===== src/hw/rtl/xs16_pkg.sv =====
package xs16_pkg;

	// Item kind carried on the input tuser.
	typedef enum logic {
		CMD_SEED = 1'b0,
		CMD_DRAW = 1'b1
	} cmd_t;

	localparam int unsigned STATE_W   = 16;
	localparam int unsigned SPAN_W    = STATE_W + 1;
	localparam int unsigned NUM_CELLS = STATE_W;

	localparam logic [STATE_W-1:0] ESCAPE_IN    = 16'h560A;
	localparam logic [STATE_W-1:0] SHIFT_MASK   = 16'hFF80;
	localparam logic [STATE_W-1:0] ESCAPE_ZERO  = 16'hAA55;
	localparam logic [STATE_W-1:0] EVEN_MASK    = 16'h1FF4;
	localparam logic [STATE_W-1:0] ODD_MASK     = 16'h8180;

	// Payload that moves down the remainder chain.
	typedef struct packed {
		logic [STATE_W-1:0] raw;
		logic [STATE_W-1:0] dvd;
		logic [STATE_W-1:0] rem;
		logic [SPAN_W-1:0]  span;
		logic [STATE_W-1:0] low;
		logic               is_draw;
		logic               err;
	} item_t;

	// One step of the generator.
	function automatic logic [STATE_W-1:0] advance(input logic [STATE_W-1:0] x);
		logic [STATE_W-1:0] v;
		logic [STATE_W-1:0] s0;
		logic [STATE_W-1:0] s1;
		logic [STATE_W-1:0] res;
		v  = (x == ESCAPE_IN) ? '0 : x;
		s0 = {v[7:0], 8'h00} ^ v;
		s1 = (s0 >> 1) ^ SHIFT_MASK;
		if (s0[0] == 1'b0) begin
			res = (s1 == ESCAPE_ZERO) ? '0 : (s1 ^ EVEN_MASK);
		end else begin
			res = s1 ^ ODD_MASK;
		end
		return res;
	endfunction

endpackage


===== src/hw/rtl/xs16_cell.sv =====
// One restoring remainder step: brings in the next dividend bit and
// subtracts the span when it fits.
module xs16_cell (
	input  logic            clk,
	input  logic            arst_n,
	input  logic            in_valid,
	output logic            in_ready,
	input  xs16_pkg::item_t in_item,
	output logic            out_valid,
	input  logic            out_ready,
	output xs16_pkg::item_t out_item
);

	logic            valid_q;
	xs16_pkg::item_t item_q;
	xs16_pkg::item_t nxt_item;

	assign in_ready  = !valid_q || out_ready;
	assign out_valid = valid_q;
	assign out_item  = item_q;

	always_comb begin
		logic [xs16_pkg::SPAN_W-1:0] shifted;
		logic [xs16_pkg::SPAN_W-1:0] diff;
		nxt_item = in_item;
		shifted  = {in_item.rem, in_item.dvd[xs16_pkg::STATE_W-1]};
		diff     = shifted - in_item.span;
		nxt_item.dvd = {in_item.dvd[xs16_pkg::STATE_W-2:0], 1'b0};
		if (shifted >= in_item.span) begin
			nxt_item.rem = diff[xs16_pkg::STATE_W-1:0];
		end else begin
			nxt_item.rem = shifted[xs16_pkg::STATE_W-1:0];
		end
	end

	always_ff @(posedge clk or negedge arst_n) begin
		if (!arst_n) begin
			valid_q <= 1'b0;
		end else if (in_ready) begin
			valid_q <= in_valid;
		end
	end

	always_ff @(posedge clk) begin
		if (in_ready && in_valid) begin
			item_q <= nxt_item;
		end
	end

`ifndef SYNTHESIS
	// On a draw without a range error, the partial remainder stays below the divisor.
	assert property (@(posedge clk) disable iff (!arst_n)
		valid_q && item_q.is_draw && !item_q.err
			|-> {1'b0, item_q.rem} < item_q.span)
		else $error("partial remainder not below span");
`endif

endmodule


===== src/hw/rtl/xs16_gen.sv =====
// Generator state and front stage: loads or advances the state and sets up
// the remainder work for the chain.
module xs16_gen (
	input  logic                           clk,
	input  logic                           arst_n,
	input  logic                           in_valid,
	output logic                           in_ready,
	input  xs16_pkg::cmd_t                 cmd,
	input  logic [xs16_pkg::STATE_W-1:0]   seed_value,
	input  logic [xs16_pkg::STATE_W-1:0]   range_low,
	input  logic [xs16_pkg::STATE_W-1:0]   range_high,
	output logic                           out_valid,
	input  logic                           out_ready,
	output xs16_pkg::item_t                out_item
);

	logic                         valid_q;
	logic [xs16_pkg::STATE_W-1:0] state_q;
	logic [xs16_pkg::STATE_W-1:0] nxt_state;
	xs16_pkg::item_t              item_q;
	xs16_pkg::item_t              nxt_item;

	assign in_ready  = !valid_q || out_ready;
	assign out_valid = valid_q;
	assign out_item  = item_q;

	always_comb begin
		nxt_item.rem  = '0;
		nxt_item.low  = range_low;
		nxt_item.span = {1'b0, range_high} - {1'b0, range_low} + 1'b1;
		unique case (cmd)
			xs16_pkg::CMD_SEED: begin
				nxt_state        = seed_value;
				nxt_item.is_draw = 1'b0;
				nxt_item.err     = 1'b0;
			end
			xs16_pkg::CMD_DRAW: begin
				nxt_state        = xs16_pkg::advance(state_q);
				nxt_item.is_draw = 1'b1;
				nxt_item.err     = (range_high < range_low);
			end
			default: begin
				nxt_state        = state_q;
				nxt_item.is_draw = 1'b0;
				nxt_item.err     = 1'b0;
			end
		endcase
		nxt_item.raw = nxt_state;
		nxt_item.dvd = nxt_state;
	end

	always_ff @(posedge clk or negedge arst_n) begin
		if (!arst_n) begin
			valid_q <= 1'b0;
			state_q <= '0;
		end else if (in_ready) begin
			valid_q <= in_valid;
			if (in_valid) begin
				state_q <= nxt_state;
			end
		end
	end

	always_ff @(posedge clk) begin
		if (in_ready && in_valid) begin
			item_q <= nxt_item;
		end
	end

`ifndef SYNTHESIS
	assert property (@(posedge clk) disable iff (!arst_n)
		in_valid && in_ready && cmd == xs16_pkg::CMD_SEED
			|=> state_q == $past(seed_value))
		else $error("seed not loaded into state");

	assert property (@(posedge clk) disable iff (!arst_n)
		in_valid && in_ready && cmd == xs16_pkg::CMD_DRAW
			|=> state_q == xs16_pkg::advance($past(state_q)))
		else $error("draw did not advance state by one step");
`endif

endmodule


===== src/hw/rtl/xor_shift16_random_range.sv =====
// Sixteen-bit xor-shift random generator with a ranged draw. A transaction
// with tuser low loads seed_value into the generator state and echoes it as
// the raw value; one with tuser high advances the state by one xor-shift step
// and returns the new state, its low bit as a coin flip, and
// range_low + (raw mod (range_high - range_low + 1)) wrapped to 16 bits.
// When range_high is below range_low the draw still advances the state, the
// range_error flag is set and the ranged value is range_low. Every input
// transaction yields exactly one output transaction, in order. The block
// accepts one transaction per cycle while the output is not stalled. A
// result passes through the state update register, a chain of 16
// remainder cells that each resolve one dividend bit, and the output
// register. The sustained rate is set by the state update, a combinational
// xor network, since the cell chain passes work forward every cycle. Backpressure
// on the output fills bubbles in the chain before it reaches the input.
module xor_shift16_random_range (
	input  logic        clk,
	input  logic        arst_n,
	input  logic        s_axis_tvalid,
	output logic        s_axis_tready,
	// [15:0] seed_value, [31:16] range_low, [47:32] range_high
	input  logic [47:0] s_axis_tdata,
	// [0] cmd
	input  logic        s_axis_tuser,
	output logic        m_axis_tvalid,
	input  logic        m_axis_tready,
	// [15:0] raw_value, [16] coin_bit, [32:17] ranged_value, [39:33] zero
	output logic [39:0] m_axis_tdata,
	// [0] range_error
	output logic        m_axis_tuser
);

	// Handshake and payload between the front stage, the cells and the
	// output register; index 0 is the front stage output.
	logic            chain_valid [0:xs16_pkg::NUM_CELLS];
	logic            chain_ready [0:xs16_pkg::NUM_CELLS];
	xs16_pkg::item_t chain_item  [0:xs16_pkg::NUM_CELLS];

	logic                         out_valid_q;
	logic [xs16_pkg::STATE_W-1:0] raw_q;
	logic [xs16_pkg::STATE_W-1:0] ranged_q;
	logic                         err_q;
	logic [xs16_pkg::STATE_W-1:0] ranged_d;
	logic                         out_load;
	xs16_pkg::item_t              last_item;

	xs16_gen u_gen (
		.clk        (clk),
		.arst_n     (arst_n),
		.in_valid   (s_axis_tvalid),
		.in_ready   (s_axis_tready),
		.cmd        (xs16_pkg::cmd_t'(s_axis_tuser)),
		.seed_value (s_axis_tdata[15:0]),
		.range_low  (s_axis_tdata[31:16]),
		.range_high (s_axis_tdata[47:32]),
		.out_valid  (chain_valid[0]),
		.out_ready  (chain_ready[0]),
		.out_item   (chain_item[0])
	);

	// Each cell takes the next most significant bit of the raw value into
	// its partial remainder, so after the last cell the remainder is final.
	for (genvar i = 0; i < xs16_pkg::NUM_CELLS; i++) begin : g_cells
		xs16_cell u_cell (
			.clk       (clk),
			.arst_n    (arst_n),
			.in_valid  (chain_valid[i]),
			.in_ready  (chain_ready[i]),
			.in_item   (chain_item[i]),
			.out_valid (chain_valid[i+1]),
			.out_ready (chain_ready[i+1]),
			.out_item  (chain_item[i+1])
		);
	end

	assign last_item = chain_item[xs16_pkg::NUM_CELLS];

	// The output register frees itself when the downstream side takes the
	// result, so a waiting result does not block the cell in front of it
	// longer than needed.
	assign chain_ready[xs16_pkg::NUM_CELLS] = !out_valid_q || m_axis_tready;
	assign out_load = chain_ready[xs16_pkg::NUM_CELLS]
		&& chain_valid[xs16_pkg::NUM_CELLS];

	// A seed reports zero, an inverted range reports the low bound, and a
	// normal draw adds the remainder to the low bound with a 16-bit wrap.
	always_comb begin
		priority if (!last_item.is_draw) begin
			ranged_d = '0;
		end else if (last_item.err) begin
			ranged_d = last_item.low;
		end else begin
			ranged_d = last_item.low + last_item.rem;
		end
	end

	always_ff @(posedge clk or negedge arst_n) begin
		if (!arst_n) begin
			out_valid_q <= 1'b0;
		end else if (chain_ready[xs16_pkg::NUM_CELLS]) begin
			out_valid_q <= chain_valid[xs16_pkg::NUM_CELLS];
		end
	end

	always_ff @(posedge clk) begin
		if (out_load) begin
			raw_q    <= last_item.raw;
			ranged_q <= ranged_d;
			err_q    <= last_item.err;
		end
	end

	assign m_axis_tvalid = out_valid_q;
	assign m_axis_tdata  = {7'b0, ranged_q, raw_q[0], raw_q};
	assign m_axis_tuser  = err_q;

`ifndef SYNTHESIS
	// A result leaving the chain as a seed never carries an error flag.
	assert property (@(posedge clk) disable iff (!arst_n)
		out_load && !last_item.is_draw |=> !m_axis_tuser)
		else $error("seed result flagged as range error");
`endif

endmodule

===== config.mk =====
export PLATFORM = sky130hd
export DESIGN_NAME = xor_shift16_random_range
export DESIGN_NICKNAME = d
export VERILOG_FILES = /design/src/hw/rtl/xs16_pkg.sv /design/src/hw/rtl/xs16_cell.sv /design/src/hw/rtl/xs16_gen.sv /design/src/hw/rtl/xor_shift16_random_range.sv
export SDC_FILE = /design/constraint.sdc
export NUM_CORES = 1
export LEC_CHECK = 0
export ABC_CLOCK_PERIOD_IN_PS = 15700
export BUFFER_PORTS_ARGS = -buffer_cell sky130_fd_sc_hd__buf_2
export CAP_MARGIN = 20
export CORE_ASPECT_RATIO = 0.7
export CORE_MARGIN = 10
export CORE_UTILIZATION = 55
export CTS_CLUSTER_DIAMETER = 50
export DETAILED_ROUTE_END_ITERATION = 10
export PLACE_DENSITY = 0.71
export SLEW_MARGIN = 30
export SYNTH_ARGS = -nofsm -noshare
export SYNTH_HDL_FRONTEND = slang
export SYNTH_SLANG_ARGS = --single-unit
export TNS_END_PERCENT = 50

===== constraint.sdc =====
create_clock -name clk -period 15.7 [get_ports clk]
set_input_delay 0.785 -clock clk [delete_from_list [all_inputs] [get_ports clk]]
set_output_delay 0.785 -clock clk [all_outputs]
set_load 0.01 [all_outputs]

==> results of run 1 <==
==> registers in the layout, indices dropped and copies added (netlist names) <==
| name | flops |
|---|---|
| g_cells.u_cell.out_item | 1055 |
| g_cells.u_cell.out_valid | 16 |
| m_axis_tuser | 1 |
| m_axis_tvalid | 1 |
| ranged_q | 16 |
| raw_q | 16 |
| u_gen.out_item | 51 |
| u_gen.out_valid | 1 |
| u_gen.state_q | 16 |
==> how the worst max path moves through the flow <==
stage	depth (start not counted)	endpoint	startpoint	slack, ns
after detailed placement	10	u_gen.state_q[13]	m_axis_tready	11.08
final	6	s_axis_tready	g_cells[15].u_cell.out_valid	11.38
after global placement	10	u_gen.state_q[13]	m_axis_tready	11.21
after floorplan	5	g_cells[3].u_cell.out_item[0]	m_axis_tready	8.89
after global routing	6	s_axis_tready	g_cells[15].u_cell.out_valid	11.14
after CTS	6	s_axis_tready	g_cells[15].u_cell.out_valid	11.30
==> worst reg2reg max path: stages (launching register included) <==
cell and delay [ns]:
dfrtp_1 0.40, nand4b_1 0.18, nor2_1 0.60, and4_1 0.62, and4_1 0.51, nand3_1 0.29
nand2_1 0.47, inv_2 0.10, buf_4 0.34, mux2_2 0.41
==> power breakdown <==
part,internal (mW),switching [mW]
Combinational,1.42,1.77
Sequential,4.26,0.307
Clock,1.52,1.17
Total,7.20,3.25
==> logic make-up (layout without fill, tap and decap cells) <==
kind of cell	count (synthesis)	count (layout)
multiplexers	188	188
AO/OA/AOI/OAI	719	719
XOR/XNOR	211	211
other	1	7
adder cells (fa/ha/maj)	329	329
AND/OR/NAND/NOR	611	611
flip-flops	1173	1173
buffers and inverters	436	703
==> cells in the final DEF, fill, tap and decap left out, drive strengths merged, types with 14 or more instances in the layout <==
cell	count
clkbuf	136
buf	111
nand3b	14
xor2	72
nand2b	48
clkinv	37
nor2	162
nor2b	46
o41ai	14
o21ai	155
mux2i	21
edfxtp	1139
o21a	59
ha	305
and3	17
nor3	23
nand2	154
a21o	67
a21boi	14
and2	17
a21oi	202
a211oi	23
nor4	14
dfrtp	34
fa	24
nand4	43
o21bai	27
o31ai	17
a31oi	36
inv	398
nand3	30
xnor2	139
mux2	167
==> synth_stat cells (9+ instances only) <==
cell	n	share of area, %
a211o_1	13	0.22
nand3_1	30	0.28
a21o_1	66	0.94
buf_4	14	0.20
and2_1	17	0.20
o31ai_1	17	0.24
inv_1	384	2.7
mux2_2	159	3.4
o21bai_1	26	0.37
mux2i_1	21	0.40
clkbuf_1	19	0.13
a31o_2	9	0.15
xnor2_1	139	2.3
buf_2	14	0.13
nor2_1	162	1.2
nor2b_1	46	0.54
o21a_1	59	0.84
ha_1	305	7.2
o41ai_1	9	0.15
nor4_1	14	0.17
edfxtp_1	1139	65
nand2b_1	48	0.57
fa_1	24	0.91
a31oi_1	35	0.41
nor3_1	23	0.22
o31a_1	9	0.15
nand3b_1	14	0.20
dfrtp_1	34	1.6
a211oi_1	18	0.26
o21ai_0	149	1.4
xor2_1	72	1.2
a21boi_0	13	0.18
and3_1	16	0.19
nand4_1	43	0.51
o211ai_1	12	0.17
nand2_1	154	1.1
a21oi_1	202	1.9
==> layer usage <==
layer  routed length, µm  vias up  track usage [%]
li1                    -    14000                -
met5                   0        -                0
met4                2780        0             5.60
met2               42300      639             26.7
met1               45600    13700             25.5
met3                4870      175             3.16
==> area by class of cell <==
class | instances | share of cell area, %
Inverter | 385 | 2.46
Multi-Input combinational cell | 2065 | 27.6
Tap cell | 1261 | 2.69
Sequential cell | 1173 | 59.7
Clock buffer | 136 | 5.00
Timing Repair Buffer | 111 | 1.15
Clock inverter | 71 | 1.32
==> flow_summary.json, run 1 <==
{
  "cts_tree": "yes",
  "critical-path-top-delay-family": "simple AND/OR/NAND/NOR gates",
  "rsz0062_at_grt": "no",
  "synthFlopType": "edfxtp_1",
  "cap_violations": 0,
  "synth-simple-area-share_pct": 5.81,
  "yosysSeqAreaShare_pct": 66.3,
  "antenna_left": 0,
  "total_leakage_power_nw": 22.9,
  "die_h_um": 279,
  "seq_area_um2": 35100,
  "final.period_utilization_pct": 27.5,
  "arrival_ns": 3.53,
  "dr.pass1.iters": 5,
  "drive_gt1_share_pct": 13.1,
  "synth_compound_area_share_pct": 8.93,
  "synth.avg_cell_area_um2": 14.4,
  "synthXorXnorAreaFrac_pct": 3.50,
  "cp_slowest_stage_delay_ns": 0.62,
  "worstPathCellList": "nand4b_1 > nor2_1 > and4_1 > and4_1 > nand3_1 > buf_2",
  "vias": 28600,
  "gp_congestion": 0.862,
  "clk_pin_slew_ns": 0.07,
  "htree_num_levels": 3,
  "synth_mux_area_share_pct": 4.01,
  "status": "finished clean",
  "drt_wl_total_um": 95600,
  "setup_ws_ns": 11.38,
  "relSlewSlack_pct": 35.2,
  "diodes": 0,
  "powerDensity_nw_per_um2": 178,
  "syn_area_um2": 52800,
  "ios": 96,
  "report.final.setup_viol": 0,
  "async_flop_share_pct": 2.90,
  "synth_cells": 3668,
  "synth_top_family_by_area": "compound AO/OA/AOI/OAI gates",
  "ys_ff_latch": 1173,
  "maxSlewViolCount": 0,
  "fin_util_pct": 61.3,
  "postPlaceCellArea_um2": 54900,
  "grt_max_degree": 68,
  "worstSetupPathType": "flip-flop to primary output",
  "remaining_drc_errors": 0,
  "ctsResizeCount": 0,
  "reg2reg_slack_ns": 11.69,
  "critical_path_required_ns": 14.91,
  "fmax_mhz": 232,
  "start_util_pct": 55.2,
  "avgRoutedWirePerCell_um": 18.4,
  "synth_warnings": 0,
  "skew_ns": 0.0226,
  "grt.total_usage_pct": 17.5,
  "cts-root-buf": "clkbuf_16",
  "crit_fanout": 7,
  "timing.hold.ws_ns": 0.0409,
  "areaGrowthSynthToFinish_pct": 11.1,
  "grt_pass1_vias": 28000,
  "numClockSinks": 1173,
  "worst_pin_slew_ns": 0.972,
  "clkLatencyLatePin_ns": 0.71,
  "ctsHoldBuffers": 0,
  "fillers": 7141,
  "cts_buffers": 111,
  "clockBufferDepth": 3,
  "pre_cts_slack_ns": 11.08,
  "hpwl_um": 68600,
  "timing.rr.start": "g_cells[15].u_cell.out_valid",
  "finalPower_mw": 10.4,
  "hold_path_class": "input port to asynchronous set/reset pin",
  "timing.rr.end": "u_gen.state_q[13]",
  "final_nets": 4229,
  "period_needed_ns": 4.32,
  "die_area_um2": 109000,
  "reg2reg_depth": 9,
  "crit_path_frequent_cell": "and4_1",
  "synthAdderAreaFrac_pct": 8.13,
  "numPortBuffers": 88,
  "critPathBufInv": 1,
  "multi_input_area_um2": 16200,
  "vias_per_cell": 5.50,
  "grt-ovfl-total": 0,
  "hold_viol_final": 0,
  "ir_drop_mv": 0.120,
  "cp_slowest_cell": "and4_1",
  "crit_path_end_kind": "primary output",
  "place_inst": 4992,
  "initialDrtViolationCount": 2029,
  "cts_setup_buffers": 0,
  "tns_ns": 0,
  "final_area_um2": 58700,
  "core_area_um2": 95700,
  "antenna_found_initial": 1,
  "finalNonFillerCells": 5202,
  "synth_edf_count": 1139,
  "synth_cell_types": 85,
  "startpoint_type": "flip-flop",
  "die_w_um": 390,
  "grt_pass1_wl_um": 153000,
  "fp-row-count": 95
}
No activity file was read; power rests on OpenSTA's default activity.
==> run 2: changes to the inputs <==
ABC_CLOCK_PERIOD_IN_PS = 3900   (was 15700)
PLACE_DENSITY = 0.74   (was 0.71)
clock period = 3.9 ns   (was 15.7 ns; I/O delays follow)
==> run 2 against run 1 <==
  * Critical path type is now flip-flop to flip-flop
  * Clock power rose to 4.2 times the previous value
  * Via count up 1.1%
  * Final area up 1.3%
  * Largest cell class unchanged
  * Highest routed layer unchanged
==> flow_summary.json, run 2 (synthesized netlist as in run 1, its figures left out) <==
{
  "core_area_um2": 95700,
  "drt_wl_total_um": 98700,
  "hpwl_um": 70000,
  "ios": 96,
  "hold_viol_final": 0,
  "worstSetupPathType": "flip-flop to flip-flop",
  "cts_tree": "yes",
  "numClockSinks": 1173,
  "crit_path_end_kind": "flip-flop",
  "met3_usage_pct": 3.44,
  "vias_per_cell": 5.50,
  "clk_pin_slew_ns": 0.07,
  "arrival_ns": 4.23,
  "final_area_um2": 59500,
  "startpoint_type": "flip-flop",
  "use_met1_pct": 25.8,
  "layout_common_cells": "1139 x edfxtp_1, 384 x inv_1, 305 x ha_1, 202 x a21oi_1, 162 x nor2_1",
  "status": "finished clean",
  "finalNonFillerCells": 5259,
  "seq_area_um2": 35100,
  "pre_cts_slack_ns": 0.502,
  "die_area_um2": 109000,
  "critical_path_required_ns": 4.55,
  "finalPower_mw": 42.7,
  "clockBufferDepth": 3,
  "timing.rr.start": "m_axis_tvalid",
  "powerDensity_nw_per_um2": 719,
  "top_usage_layer": "met2",
  "start_util_pct": 55.2,
  "total_leakage_power_nw": 23.3,
  "die_w_um": 390,
  "ir_drop_mv": 0.428,
  "clkLatencyLatePin_ns": 0.73,
  "final.period_utilization_pct": 91.9,
  "fillers": 6934,
  "timing.hold.ws_ns": 0.0317,
  "initialDrtViolationCount": 2081,
  "gp_congestion": 0.898,
  "relSlewSlack_pct": 36.2,
  "antenna_found_initial": 1,
  "reg2reg_slack_ns": 0.32,
  "grt.total_usage_pct": 18.1,
  "skew_ns": 0.0382,
  "report.final.setup_viol": 0,
  "grt-ovfl-total": 0,
  "cts-root-buf": "clkbuf_16",
  "rsz0062_at_grt": "no",
  "final_nets": 4283,
  "multi_input_area_um2": 16200,
  "worst_pin_slew_ns": 0.957,
  "areaGrowthSynthToFinish_pct": 12.5,
  "avgRoutedWirePerCell_um": 18.8,
  "fmax_mhz": 279,
  "postPlaceCellArea_um2": 55100,
  "use_met2_pct": 28.5,
  "grt_pass1_vias": 28700,
  "crit_fanout": 42,
  "vias": 28900,
  "reg2reg_depth": 9,
  "grt_max_degree": 68,
  "setup_ws_ns": 0.315,
  "numPortBuffers": 88,
  "place_inst": 5007,
  "maxSlewViolCount": 0,
  "timing.rr.end": "u_gen.state_q[0]",
  "cts_buffers": 111,
  "largest_reg_flops": 1055,
  "cap_violations": 0,
  "remaining_drc_errors": 0,
  "grt_pass1_wl_um": 158000,
  "antenna_left": 0,
  "fp-row-count": 95,
  "hold_path_class": "input port to asynchronous set/reset pin",
  "final_common_cell": "edfxtp_1",
  "drive_gt1_share_pct": 13.6,
  "die_h_um": 279,
  "dr.pass1.iters": 5,
  "period_needed_ns": 3.58,
  "htree_num_levels": 3
}
[run 2: cell count changes in the layout (fill, tap and decap cells not counted), sizes merged]
cell         previous run  this run
buf                   111       125
bufinv                 10        17
clkbuf                136       131
clkinv                 37        47
clkinvlp               11         9
diode                   0         1
dlygate4sd3             0        40
inv                   398       390
[run 2: what timing repair did]
| action | in CTS | in global routing |
|---|---|---|
| hold buffers | 40 | 0 |
| setup buffers | 0 | 0 |
| endpoints found under the hold margin | 89 | 0 |
| gates resized for setup | 0 | 0 |
[run 2: worst max-delay path, stage by stage, from the launching register on]
cell and delay, ns:
dfrtp_1 0.40, nand4b_1 0.21, nor2_1 0.46, and4_1 0.35, and4_1 0.36, nand3_1 0.28, nand2_1 0.19, inv_2 0.35
a31oi_1 0.31, dlygate4sd3_1 0.58
[run 2: where the power goes]
part | switching, mW | internal (mW) | total [mW]
registers | 1.32 | 17.1 | 18.5
logic | 7.13 | 5.81 | 12.9
clock network | 4.76 | 6.57 | 11.3
total | 13.2 | 29.5 | 42.7
[run 2: cell type report]
type,count,area share (%)
clock inverter,78,1.65
tap,1261,2.65
sequential,1173,59.0
clock buffer,131,4.94
timing repair buffer,165,2.10
multi-input combinational,2065,27.3
inverter,385,2.43
antenna,1,0.00421
[run 2: worst max-delay path by stage]
stage,start,end,slack [ns],cells after the start
6_report,m_axis_tvalid,u_gen.state_q[0],0.32,9
5_1_grt,m_axis_tvalid,u_gen.state_q[0],0.12,9
4_1_cts,m_axis_tvalid,u_gen.state_q[0],0.38,9
3_5_place_dp,g_cells[7].u_cell.out_item[19],g_cells[8].u_cell.out_item[46],0.50,11
3_3_place_gp,g_cells[8].u_cell.out_item[19],g_cells[9].u_cell.out_item[40],0.47,9
2_1_floorplan,g_cells[8].u_cell.out_valid,g_cells[3].u_cell.out_item[0],-0.88,5
[run 2: per-layer routing]
layer  up-vias  wire length, µm
met4         0             2080
met2       654            45600
met1     14000            46400
met3       146             4620
met5         -                0
li1      14100                -
[run 2: stage by stage]
| step | util [%] | setup TNS (ns) |
|---|---|---|
| 3_3_place_gp | 57.5 | 0 |
| 2_1_floorplan | - | -247.65 |
| 6_report | 62.1 | 0 |
| 3_5_place_dp | 57.6 | 0 |
| 5_1_grt | 62.1 | 0 |
| 4_1_cts | 62.1 | 0 |
==> run 3: changes to the inputs <==
MAX_ROUTING_LAYER = met4   (was unset)
PLACE_DENSITY = 0.8   (was 0.74)
==> run 3 against run 2 <==
  * Critical path depth unchanged
  * Maximum frequency fell by 0.64%
  * Die area unchanged
  * Via count up 1.7%
  * Worst hold slack better by 0.057 ns
  * Non-clock buffer count grew 5
  * Combinational power is essentially flat
  * Clock-buffer cell count grew 5
  * Final area is 0.21% lower
  * Power fell by 0.68%
  * Clock power shrank 4%
  * Critical endpoint is now u_gen.out_item[5]
==> flow_summary.json, run 3 (synthesized netlist as in run 1, its figures left out) <==
{
  "status": "finished clean",
  "die_w_um": 390,
  "start_util_pct": 55.2,
  "largest_reg_flops": 1055,
  "grt.total_usage_pct": 19.1,
  "htree_num_levels": 3,
  "cts_tree": "yes",
  "clkLatencyLatePin_ns": 0.71,
  "numClockSinks": 1173,
  "skew_ns": 0.0312,
  "drt_wl_total_um": 102000,
  "hold_viol_final": 0,
  "antenna_left": 0,
  "grt-ovfl-total": 0,
  "cts_buffers": 109,
  "ir_drop_mv": 0.455,
  "vias": 29400,
  "final_nets": 4286,
  "antenna_found_initial": 0,
  "vias_per_cell": 5.59,
  "cap_violations": 0,
  "worstSetupPathType": "flip-flop to flip-flop",
  "hpwl_um": 72800,
  "report.final.setup_viol": 0,
  "layout_common_cells": "1139 x edfxtp_1, 384 x inv_1, 305 x ha_1, 202 x a21oi_1, 162 x nor2_1",
  "maxSlewViolCount": 0,
  "clockBufferDepth": 3,
  "startpoint_type": "flip-flop",
  "grt_pass1_wl_um": 162000,
  "initialDrtViolationCount": 2271,
  "areaGrowthSynthToFinish_pct": 12.3,
  "relSlewSlack_pct": 37.2,
  "crit_fanout": 44,
  "final_common_cell": "edfxtp_1",
  "setup_ws_ns": 0.292,
  "final.period_utilization_pct": 92.5,
  "gp_congestion": 0.905,
  "clk_pin_slew_ns": 0.06,
  "finalPower_mw": 42.5,
  "avgRoutedWirePerCell_um": 19.3,
  "core_area_um2": 95700,
  "period_needed_ns": 3.61,
  "dr.pass1.iters": 7,
  "pre_cts_slack_ns": 0.395,
  "grt_pass1_vias": 29300,
  "numPortBuffers": 88,
  "cts_setup_buffers": 0,
  "ios": 96,
  "die_h_um": 279,
  "fmax_mhz": 277,
  "drive_gt1_share_pct": 13.3,
  "hold_path_class": "input port to flip-flop",
  "total_leakage_power_nw": 23.3,
  "critical_path_required_ns": 4.36,
  "worst_pin_slew_ns": 0.942,
  "remaining_drc_errors": 0,
  "arrival_ns": 4.06,
  "cts-root-buf": "clkbuf_16",
  "die_area_um2": 109000,
  "rsz0062_at_grt": "no",
  "diodes": 0,
  "fp-row-count": 95,
  "powerDensity_nw_per_um2": 716,
  "crit_path_end_kind": "flip-flop",
  "grt_max_degree": 68
}
[run 3: routing by layer]
metal | global-route usage [%] | vias to the layer above | part of all wire, %
li1 | - | 14100 | -
met1 | 27.1 | 14400 | 48
met2 | 28.8 | 723 | 45
met3 | 2.82 | 154 | 4.9
met4 | 5.16 | 0 | 2.2
met5 | - | - | 0
[run 3: where the power goes]
| group | internal (mW) | switching (mW) | total [mW] |
|---|---|---|---|
| registers | 17.1 | 1.32 | 18.5 |
| clock network | 6.27 | 4.68 | 10.9 |
| logic | 5.82 | 7.22 | 13.0 |
[run 3: critical path, cell delays in order (launching register included)]
cell and delay (ns):
dfrtp_1 0.39, nand4b_1 0.17, nor2_1 0.54, and4_1 0.35, and4_1 0.33, nand3_1 0.12
buf_4 0.17, nand2_1 0.10, clkinv_2 0.63, buf_4 0.49
[run 3: through the flow]
step / setup TNS (ns) / std cells / utilization (%) / area (µm²) / hold WS [ns]
3_3_place_gp: 0 / 5016 / 57.7 / 55200 / 0.324
5_1_grt: 0 / 5256 / 62.0 / 59300 / 0.0856
3_5_place_dp: 0 / 5016 / 57.7 / 55200 / 0.334
2_1_floorplan: -247.65 / 3674 / - / 52900 / -0.101
6_report: 0 / 5256 / 62.0 / 59300 / 0.0890
4_1_cts: 0 / 5256 / 62.0 / 59300 / 0.0369
[run 3: worst paths after layout]
path / from / cells after the start / endpoint / slack [ns]
setup / recovery: g_cells[15].u_cell.out_valid / 9 / u_gen.out_item[5] / 0.29
hold / removal: s_axis_tdata[46] / 5 / u_gen.out_item[0] / 0.09
setup reg to reg: g_cells[15].u_cell.out_valid / 9 / u_gen.out_item[5] / 0.29
hold reg to reg: g_cells[2].u_cell.out_item[70] / 0 / g_cells[3].u_cell.out_item[70] / 0.39
max in group asynchronous: arst_n / 2 / g_cells[4].u_cell.out_valid / 3.25
min in group asynchronous: arst_n / 2 / g_cells[6].u_cell.out_valid / 0.13
[run 3: final cells by class]
class,instances,area (µm²)
clock buffers,136,2870
clock inverters,66,825
fillers,6852,36400
inverters,385,1450
multi-input cells,2065,16200
flip-flops and latches,1173,35100
well taps,1261,1580
repair buffers,170,1340
[run 3: timing repair]
action                     4_1_cts  5_1_grt
hold buffers                    38        0
hold endpoints to repair        90        0
resized for setup                0        0
setup endpoints to repair        0        0
